`src/rtl/rhc_pkg.sv`:
```
// Package of the RGB to HSL converter: field widths, lane indexes and constants.
// Used by every module of the block; depends on nothing.
package rhc_pkg;
   localparam int CH_W     = 8;
   localparam int HUE_W    = 15;
   localparam int PCT_W    = 13;
   localparam int LANES    = 3;
   localparam int DEN_W    = 10;
   localparam int REQ_W    = 24;
   localparam int RSP_W    = 48;
   localparam int LANE_HUE = 0;
   localparam int LANE_LIG = 1;
   localparam int LANE_SAT = 2;
endpackage

```
`src/rtl/rhc_prep.sv`:
```
// Front stage: max, min, delta and the rounded numerators and divisors of three divisions.
// Depends on rhc_pkg.
module rhc_prep #(
   parameter int FRAC_BITS = 6,
   parameter int NW        = 25
) (
   input  logic                      clock,
   input  logic                      reset,
   input  logic                      en,
   input  logic                      in_valid,
   input  logic [rhc_pkg::CH_W-1:0]  red,
   input  logic [rhc_pkg::CH_W-1:0]  green,
   input  logic [rhc_pkg::CH_W-1:0]  blue,
   output logic                      out_valid,
   output logic [NW-1:0]             out_rem [rhc_pkg::LANES],
   output logic [rhc_pkg::DEN_W-1:0] out_den [rhc_pkg::LANES]
);
   import rhc_pkg::*;

   logic [CH_W-1:0]  mx, mn, dl;
   logic [CH_W:0]    sum, sden;
   logic [10:0]      span;
   logic             valid_ff;
   logic [NW-1:0]    rem_ff [LANES];
   logic [NW-1:0]    rem_in [LANES];
   logic [DEN_W-1:0] den_ff [LANES];
   logic [DEN_W-1:0] den_in [LANES];

   always_comb begin
      mx = red;
      mn = red;
      if (green > mx) mx = green;
      if (blue > mx) mx = blue;
      if (green < mn) mn = green;
      if (blue < mn) mn = blue;
      dl = mx - mn;
      sum = {1'b0, mx} + {1'b0, mn};
      sden = (sum <= 9'd255) ? sum : (9'd510 - sum);
      if (mx == red) begin
         span = (green >= blue) ? 11'(green - blue)
                                : (11'(dl) * 11'd6 - 11'(blue - green));
      end else if (mx == green) begin
         span = (blue >= red) ? (11'(dl) * 11'd2 + 11'(blue - red))
                              : (11'(dl) * 11'd2 - 11'(red - blue));
      end else begin
         span = (red >= green) ? (11'(dl) * 11'd4 + 11'(red - green))
                               : (11'(dl) * 11'd4 - 11'(green - red));
      end
      rem_in[LANE_LIG] = ((NW'(sum) * NW'(200)) << FRAC_BITS) + NW'(510);
      den_in[LANE_LIG] = DEN_W'(1020);
      if (dl == '0) begin
         rem_in[LANE_HUE] = '0;
         den_in[LANE_HUE] = DEN_W'(2);
         rem_in[LANE_SAT] = '0;
         den_in[LANE_SAT] = DEN_W'(2);
      end else begin
         rem_in[LANE_HUE] = ((NW'(span) * NW'(120)) << FRAC_BITS) + NW'(dl);
         den_in[LANE_HUE] = DEN_W'({dl, 1'b0});
         rem_in[LANE_SAT] = ((NW'(dl) * NW'(200)) << FRAC_BITS) + NW'(sden);
         den_in[LANE_SAT] = DEN_W'({sden, 1'b0});
      end
   end

   always_ff @(posedge clock) begin
      if (reset) begin
         valid_ff <= 1'b0;
      end else if (en) begin
         valid_ff <= in_valid;
      end
   end

   always_ff @(posedge clock) begin
      if (en) begin
         rem_ff <= rem_in;
         den_ff <= den_in;
      end
   end

   assign out_valid = valid_ff;
   assign out_rem   = rem_ff;
   assign out_den   = den_ff;
endmodule

```
`src/rtl/rhc_div_cell.sv`:
```
// One restoring division cell: settles one quotient bit in each of the three lanes.
// Depends on rhc_pkg.
module rhc_div_cell #(
   parameter int NW  = 25,
   parameter int QW  = 15,
   parameter int BIT = 0
) (
   input  logic                      clock,
   input  logic                      reset,
   input  logic                      en,
   input  logic                      in_valid,
   input  logic [NW-1:0]             in_rem [rhc_pkg::LANES],
   input  logic [rhc_pkg::DEN_W-1:0] in_den [rhc_pkg::LANES],
   input  logic [QW-1:0]             in_quo [rhc_pkg::LANES],
   output logic                      out_valid,
   output logic [NW-1:0]             out_rem [rhc_pkg::LANES],
   output logic [rhc_pkg::DEN_W-1:0] out_den [rhc_pkg::LANES],
   output logic [QW-1:0]             out_quo [rhc_pkg::LANES]
);
   import rhc_pkg::*;

   logic             valid_ff;
   logic [NW-1:0]    trial  [LANES];
   logic [NW-1:0]    rem_in [LANES];
   logic [NW-1:0]    rem_ff [LANES];
   logic [QW-1:0]    quo_in [LANES];
   logic [QW-1:0]    quo_ff [LANES];
   logic [DEN_W-1:0] den_ff [LANES];

   always_comb begin
      for (int l = 0; l < LANES; l++) begin
         trial[l] = NW'(in_den[l]) << BIT;
         if (in_rem[l] >= trial[l]) begin
            rem_in[l] = in_rem[l] - trial[l];
            quo_in[l] = {in_quo[l][QW-2:0], 1'b1};
         end else begin
            rem_in[l] = in_rem[l];
            quo_in[l] = {in_quo[l][QW-2:0], 1'b0};
         end
      end
   end

   always_ff @(posedge clock) begin
      if (reset) begin
         valid_ff <= 1'b0;
      end else if (en) begin
         valid_ff <= in_valid;
      end
   end

   always_ff @(posedge clock) begin
      if (en) begin
         rem_ff <= rem_in;
         quo_ff <= quo_in;
         den_ff <= in_den;
      end
   end

   assign out_valid = valid_ff;
   assign out_rem   = rem_ff;
   assign out_den   = den_ff;
   assign out_quo   = quo_ff;
endmodule

```
`src/rtl/rgb_to_hsl_converter_core.sv`:
```
// RGB to HSL converter: one prep stage, a chain of FRAC_BITS+9 division cells, one output register.
// One request is taken every cycle unless the result is stalled.
// The depth is set by the division cell chain, one quotient bit per cell for all three outputs.
// A stalled result holds the whole pipeline. Reset clears all valid bits; the block is ready at once.
// Depends on rhc_pkg, rhc_prep and rhc_div_cell.
module rgb_to_hsl_converter_core #(
   parameter int FRAC_BITS = 6
) (
   input  logic                      clock,
   input  logic                      reset,
   input  logic                      req_tvalid,
   output logic                      req_tready,
   input  logic [rhc_pkg::REQ_W-1:0] req_tdata,  // red, green, blue
   output logic                      rsp_tvalid,
   input  logic                      rsp_tready,
   output logic [rhc_pkg::RSP_W-1:0] rsp_tdata   // hue_angle, lightness_pct, saturation_pct, zeros
);
   import rhc_pkg::*;

   localparam int QW = FRAC_BITS + 9;
   localparam int NW = FRAC_BITS + 19;

   logic             en;
   logic             vld_w [QW+1];
   logic [NW-1:0]    rem_w [QW+1][LANES];
   logic [DEN_W-1:0] den_w [QW+1][LANES];
   logic [QW-1:0]    quo_w [QW+1][LANES];
   logic [QW-1:0]    hue_q;
   logic [QW+HUE_W-1:0] hue_x;
   logic [QW+PCT_W-1:0] lig_x, sat_x;
   logic             rsp_valid_ff;
   logic [RSP_W-1:0] rsp_data_ff;
   logic [RSP_W-1:0] rsp_data_in;

   assign en = !rsp_valid_ff || rsp_tready;
   assign req_tready = en;

   rhc_prep #(.FRAC_BITS(FRAC_BITS), .NW(NW)) u_prep (
      .clock     (clock),
      .reset     (reset),
      .en        (en),
      .in_valid  (req_tvalid),
      .red       (req_tdata[7:0]),
      .green     (req_tdata[15:8]),
      .blue      (req_tdata[23:16]),
      .out_valid (vld_w[0]),
      .out_rem   (rem_w[0]),
      .out_den   (den_w[0])
   );

   always_comb begin
      for (int l = 0; l < LANES; l++) quo_w[0][l] = '0;
   end

   for (genvar k = 0; k < QW; k++) begin : g_cell
      rhc_div_cell #(.NW(NW), .QW(QW), .BIT(QW-1-k)) u_cell (
         .clock     (clock),
         .reset     (reset),
         .en        (en),
         .in_valid  (vld_w[k]),
         .in_rem    (rem_w[k]),
         .in_den    (den_w[k]),
         .in_quo    (quo_w[k]),
         .out_valid (vld_w[k+1]),
         .out_rem   (rem_w[k+1]),
         .out_den   (den_w[k+1]),
         .out_quo   (quo_w[k+1])
      );
   end

   always_comb begin
      hue_q = quo_w[QW][LANE_HUE];
      if (hue_q >= (QW'(360) << FRAC_BITS)) hue_q = hue_q - (QW'(360) << FRAC_BITS);
      hue_x = {{HUE_W{1'b0}}, hue_q};
      lig_x = {{PCT_W{1'b0}}, quo_w[QW][LANE_LIG]};
      sat_x = {{PCT_W{1'b0}}, quo_w[QW][LANE_SAT]};
      rsp_data_in = {7'd0, sat_x[PCT_W-1:0], lig_x[PCT_W-1:0], hue_x[HUE_W-1:0]};
   end

   always_ff @(posedge clock) begin
      if (reset) begin
         rsp_valid_ff <= 1'b0;
      end else if (en) begin
         rsp_valid_ff <= vld_w[QW];
      end
   end

   always_ff @(posedge clock) begin
      if (en) begin
         rsp_data_ff <= rsp_data_in;
      end
   end

   assign rsp_tvalid = rsp_valid_ff;
   assign rsp_tdata  = rsp_data_ff;
endmodule

```
`config.mk`:
```
export PLATFORM = sky130hd
export DESIGN_NAME = rgb_to_hsl_converter_core
export DESIGN_NICKNAME = d
export VERILOG_FILES = /design/src/rtl/rhc_pkg.sv /design/src/rtl/rhc_prep.sv /design/src/rtl/rhc_div_cell.sv /design/src/rtl/rgb_to_hsl_converter_core.sv
export SDC_FILE = /design/constraint.sdc
export NUM_CORES = 2
export LEC_CHECK = 0
export BUFFER_PORTS_ARGS = -buffer_cell sky130_fd_sc_hd__buf_2
export CAP_MARGIN = 0
export CORE_AREA = 3 3 432 434
export DETAILED_ROUTE_END_ITERATION = 10
export DIE_AREA = 0 0 435 437
export PLACE_DENSITY = 0.67
export SLEW_MARGIN = 30
export SYNTH_ARGS = -nofsm -noshare
export SYNTH_HDL_FRONTEND = slang
export SYNTH_SLANG_ARGS = --single-unit
```
`constraint.sdc`:
```
create_clock -name clock -period 284.3 [get_ports clock]
set_clock_uncertainty 0.1 [all_clocks]
set_input_delay 85.29 -clock clock [delete_from_list [all_inputs] [get_ports clock]]
set_output_delay 85.29 -clock clock [all_outputs]
set_load 0.01 [all_outputs]
```
# Word-level counts from Yosys, hierarchy flattened
# Cells that the tools add are included.
dict set report totals {
  in_bits 28
  register_bits 1785
}
dict set report classes {
  add_sub_neg 60
  magnitude_cmp 54
  n_reduce_logical 3
  mux 94
  eq_ne 2
  multipliers 4
}
# op count
set op_table {}
lappend op_table {{two-way mux 25 bit} 42}
lappend op_table {{two-way mux 11 bit} 5}
lappend op_table {{subtractor 8 x 8 -> 9 bit} 6}
lappend op_table {{>= comparator 25 x 10 -> 1 bit} 2}
lappend op_table {{>= comparator 25 x 11 -> 1 bit} 2}
lappend op_table {{>= comparator 25 x 12 -> 1 bit} 2}
lappend op_table {{>= comparator 25 x 13 -> 1 bit} 2}
lappend op_table {{>= comparator 25 x 14 -> 1 bit} 2}
lappend op_table {{>= comparator 25 x 15 -> 1 bit} 2}
lappend op_table {{>= comparator 25 x 16 -> 1 bit} 2}
lappend op_table {{>= comparator 25 x 17 -> 1 bit} 2}
lappend op_table {{>= comparator 25 x 18 -> 1 bit} 2}
lappend op_table {{>= comparator 25 x 19 -> 1 bit} 2}
lappend op_table {{>= comparator 25 x 20 -> 1 bit} 2}
lappend op_table {{>= comparator 25 x 21 -> 1 bit} 2}
lappend op_table {{>= comparator 25 x 22 -> 1 bit} 2}
lappend op_table {{>= comparator 25 x 23 -> 1 bit} 2}
lappend op_table {{>= comparator 25 x 24 -> 1 bit} 2}
lappend op_table {{subtractor 25 x 11 -> 25 bit} 2}
lappend op_table {{subtractor 25 x 12 -> 25 bit} 2}
lappend op_table {{subtractor 25 x 13 -> 25 bit} 2}
lappend op_table {{subtractor 25 x 14 -> 25 bit} 2}
lappend op_table {{subtractor 25 x 15 -> 25 bit} 2}
lappend op_table {{subtractor 25 x 16 -> 25 bit} 2}
lappend op_table {{66 further kinds} 122}

# Depth between registers and ports, before layout
dict set report logic_depth {
  ltp_word 11
  ltp_mapped 51
  ltp_nobuf 47
}

# Modules after synthesis
# From an unflattened synthesis, not the netlist that was laid out.
dict set report hier_totals {
  hier_cells 9074
  area_unflattened_um2 117172.4
}
# module cells_each instances area_each_um2
set modules_own_cells {}
lappend modules_own_cells {rhc_prep 1328 1 11332.1}
lappend modules_own_cells {{rhc_div_cell at g_cell[12].u_cell} 560 1 7370.8}
lappend modules_own_cells {{rhc_div_cell at g_cell[14].u_cell} 589 1 7348.3}
lappend modules_own_cells {{rhc_div_cell at g_cell[13].u_cell} 556 1 7230.7}
lappend modules_own_cells {{rhc_div_cell at g_cell[11].u_cell} 537 1 7096.8}
lappend modules_own_cells {{rhc_div_cell at g_cell[8].u_cell} 521 1 7090.6}
lappend modules_own_cells {{rhc_div_cell at g_cell[10].u_cell} 549 1 7064.3}
lappend modules_own_cells {{rhc_div_cell at g_cell[6].u_cell} 511 1 6976.7}
lappend modules_own_cells {{rhc_div_cell at g_cell[9].u_cell} 520 1 6952.9}
lappend modules_own_cells {{rhc_div_cell at g_cell[7].u_cell} 516 1 6949.2}
lappend modules_own_cells {{rhc_div_cell at g_cell[5].u_cell} 501 1 6866.6}
lappend modules_own_cells {{rhc_div_cell at g_cell[4].u_cell} 481 1 6821.5}
lappend modules_own_cells {{rhc_div_cell at g_cell[3].u_cell} 479 1 6754.0}
lappend modules_own_cells {{rhc_div_cell at g_cell[0].u_cell} 443 1 6632.6}
lappend modules_own_cells {{+3 rows} -- -- --}

# Least setup slack after synthesis
# No wires, ideal clock.
dict set report synth_path {
  path_type {in2out}
  start {input port rsp_tready}
  end {output port req_tready}
  cell_stages 4
  t_required_ns 198.910
  arrival_time_ns 123.359
  path_slack_ns 75.551
  n_path_buf 2
  cell_sequence {nor2b_1 -> clkbuf_1 -> clkinv_1 -> buf_1}
}
dict set report synth_between {
  elab_chain_cells 1
}
# item line
set synth_rtl {}
lappend synth_rtl {{start, declared} rgb_to_hsl_converter_core.sv:15} ;# input logic rsp_tready,
lappend synth_rtl {{logical OR 1 bit} rgb_to_hsl_converter_core.sv:35} ;# assign en = !rsp_valid_ff || rsp_tready;
lappend synth_rtl {{end, declared} rgb_to_hsl_converter_core.sv:12} ;# output logic req_tready,
# Every way passes these cells.

# Final worst setup path
# Same ends and word-level chain as after synthesis.

==> results_dict.tcl <==
set metrics [dict create \
    dpl.cell_count 8517 \
    vias_per_cell 4.96 \
    path_cells "buf_2 -> nor2b_1 -> buf_4 -> inv_8 -> buf_2" \
    numCtsBuffers 146 \
    path_max_fanout 103 \
    postRouteWirelength_mm 128 \
    cts_buffer_depth 3 \
    cts_max_level 4 \
    die_h_um 437 \
    place.gp.congestion 0.888 \
    grt_first_pass_wirelength_mm 210 \
    setup.worst_path.class "in2out" \
    area_delta_synth_final_pct 11.2 \
    post_cts_buffers 0 \
    critPathBufInv 4 \
    ys_seq_area_share_pct 57.8 \
    cp_top_family "buffers and inverters" \
    die_area_um2 190000 \
    finalSetupViolCount 0 \
    dpl_cell_area_um2 76500 \
    grt_max_degree 200 \
    yosysWarnings 0 \
    relSlewSlack_pct 35.5 \
    num_vias 43588 \
    grt_antenna_before_repair 0 \
    worstMarginPinSlew_ns 0.960 \
    cts.sinks 1416 \
    ioPinCount 78 \
    yosysUniqueCellTypes 87 \
    layoutNonFillerInstCount 8789 \
    fmax_mhz 5.81 \
    drtIter0Drc 2367 \
    fin_area_um2 81400 \
    start_util_pct 40.0 \
    dpl.hpwl_mm 94.6 \
    place.port_buffers 70 \
    reg2reg_from "rsp_tvalid$_SDFFE_PP0P_" \
    synth.avg_cell_area_um2 12.1 \
    clk_pin_slew_ns 0.06 \
    cp_data_required_time_ns 198.91 \
    synth_edf_count 1399 \
    cts_root_buf "clkbuf_16" \
    setup.worst_path.start "rsp_tready" \
    coreArea_um2 183000 \
    holdBufCountCts 0 \
    die_width_um 435 \
    yosys.area.top_type "edfxtp_1" \
    drv_slew 0 \
    crit_path_end_kind "output port" \
    fin_crit_ns 172.08 \
    fp-row-count 157 \
    period_share_pct 60.5 \
    synth_top_area_share_pct 57.4 \
    utilization_pct 44.5 \
    cp_slowest_cell "nor2b_1" \
    status "finished, final reports clean" \
    cp-start-kind "primary input" \
    finalSetupTns_ns 0 \
    first_pass_iters 6 \
    grt_overflow_total 0 \
    synth_seq_cells 1416 \
    first_global_vias 44027 \
    drv_cap 0 \
    mappedNetlistArea_um2 73200 \
    rsz0062_at_grt "no" \
    drc 0 \
    hold_class "reg2reg" \
    synthTopCellsByArea "edfxtp_1 (57%), ha_1 (8.0%), xnor2_1 (4.2%)" \
    grt.total_usage_pct 13.3 \
    hold_viol 0 \
    critPathArrivalTime_ns 86.69 \
    cts_tree "done" \
    ant_nets 0 \
    ys_async_sr_fraction_pct 0 \
    drive_above_1_share_pct 6.17 \
    clk_latency_ns 0.75 \
    crit_path_frequent_cell "buf_2" \
    fin_nets 6769 \
    ys.flop_type "edfxtp_1" \
    cts_resized 0 \
    wl_per_cell_um 14.5 \
    syn_inst 6056 \
    slowest_delay_ns 0.48 \
    diodes 0 \
    min_from "g_cell[12].u_cell.out_quo[33]$_DFFE_PP_" \
]
-- worst register-to-register path, stage by stage (launching register included) --
cell and delay (ns):
dfxtp_1 0.51, nor2b_1 0.34, buf_4 0.22, inv_8 0.51, buf_4 0.61, buf_4 0.61
buf_4 0.55, buf_4 0.66, buf_6 0.72
-- worst paths after layout --
path                                              to  slack [ns]  depth (start not counted)
max                                       req_tready      112.22                          5
min          g_cell[13].u_cell.out_quo[34]$_DFFE_PP_        0.31                          0
max reg2reg  g_cell[13].u_cell.out_rem[42]$_DFFE_PP_      279.05                          8
min reg2reg  g_cell[13].u_cell.out_quo[34]$_DFFE_PP_        0.31                          0
-- state kept, by name, indices dropped and copies added (netlist names) --
| signal | flops |
|---|---|
| g_cell.u_cell.out_den | 125 |
| g_cell.u_cell.out_quo | 302 |
| g_cell.u_cell.out_rem | 873 |
| g_cell.u_cell.out_valid | 15 |
| rsp_tdata | 41 |
| rsp_tvalid | 1 |
| u_prep.out_den | 15 |
| u_prep.out_rem | 43 |
| u_prep.out_valid | 1 |
-- synth_stat cells (72+ instances only) --
cell      number
edfxtp_1    1399
inv_1        521
ha_1         470
nand2_1      433
nor2_1       432
xnor2_1      354
a21oi_1      317
o21ai_0      291
xor2_1       260
nor3_1       159
a21o_1       117
nand2b_1     103
nor2b_1      101
nand4_1       88
nor4_1        87
clkbuf_1      85
or3_1         72
-- stage by stage --
stage / hold slack, ns / setup WS [ns]
finish: 0.310 / 112.22
global route: 0.312 / 112.09
CTS: 0.307 / 112.22
detailed placement: 0.305 / 112.20
global placement: 0.302 / 112.26
floorplan: 0.300 / 75.55
-- kinds of logic after synthesis --
logic type / after synthesis / synth area share (%)
fa+ha+maj: 540 / 9.91
simple gates: 1748 / 12.0
compound gates: 1042 / 8.71
flops: 1416 / 57.8
mux: 51 / 0.735
other cells: 1 / 0.00512
xor+xnor: 615 / 7.38
buf+inv: 643 / 3.38
-- layout make-up --
type / count / area [um^2]
timing repair buffer: 108 / 693
sequential: 1416 / 42400
fill: 16438 / 102000
tap: 2464 / 3080
inverter: 528 / 1990
multi-input combinational: 4004 / 28500
clock inverter: 89 / 863
clock buffer: 180 / 3960
-- layout by cell type (no fill, tap or decap), types with 154 or more instances in the layout --
master / n
nor2_1: 431
ha_1: 470
nor3_1: 156
o21ai_0: 289
xor2_1: 260
nand2_1: 433
a21oi_1: 317
clkbuf_16: 154
edfxtp_1: 1399
inv_1: 521
xnor2_1: 352
-- per-layer routing --
| metal | part of all wire, % | wire length, um | vias up | GRT usage, % |
|---|---|---|---|---|
| met1 | 40 | 50700 | 20339 | 14.1 |
| met4 | 5.3 | 6780 | 0 | 7.37 |
| met5 | 0 | 0 | - | 0 |
| met3 | 3.2 | 4140 | 314 | 2.04 |
| li1 | - | - | 22230 | - |
| met2 | 52 | 66200 | 705 | 24.9 |
Power is not shown: default switching activity piles up to over one toggle a cycle in this logic, so the estimate is an artifact.
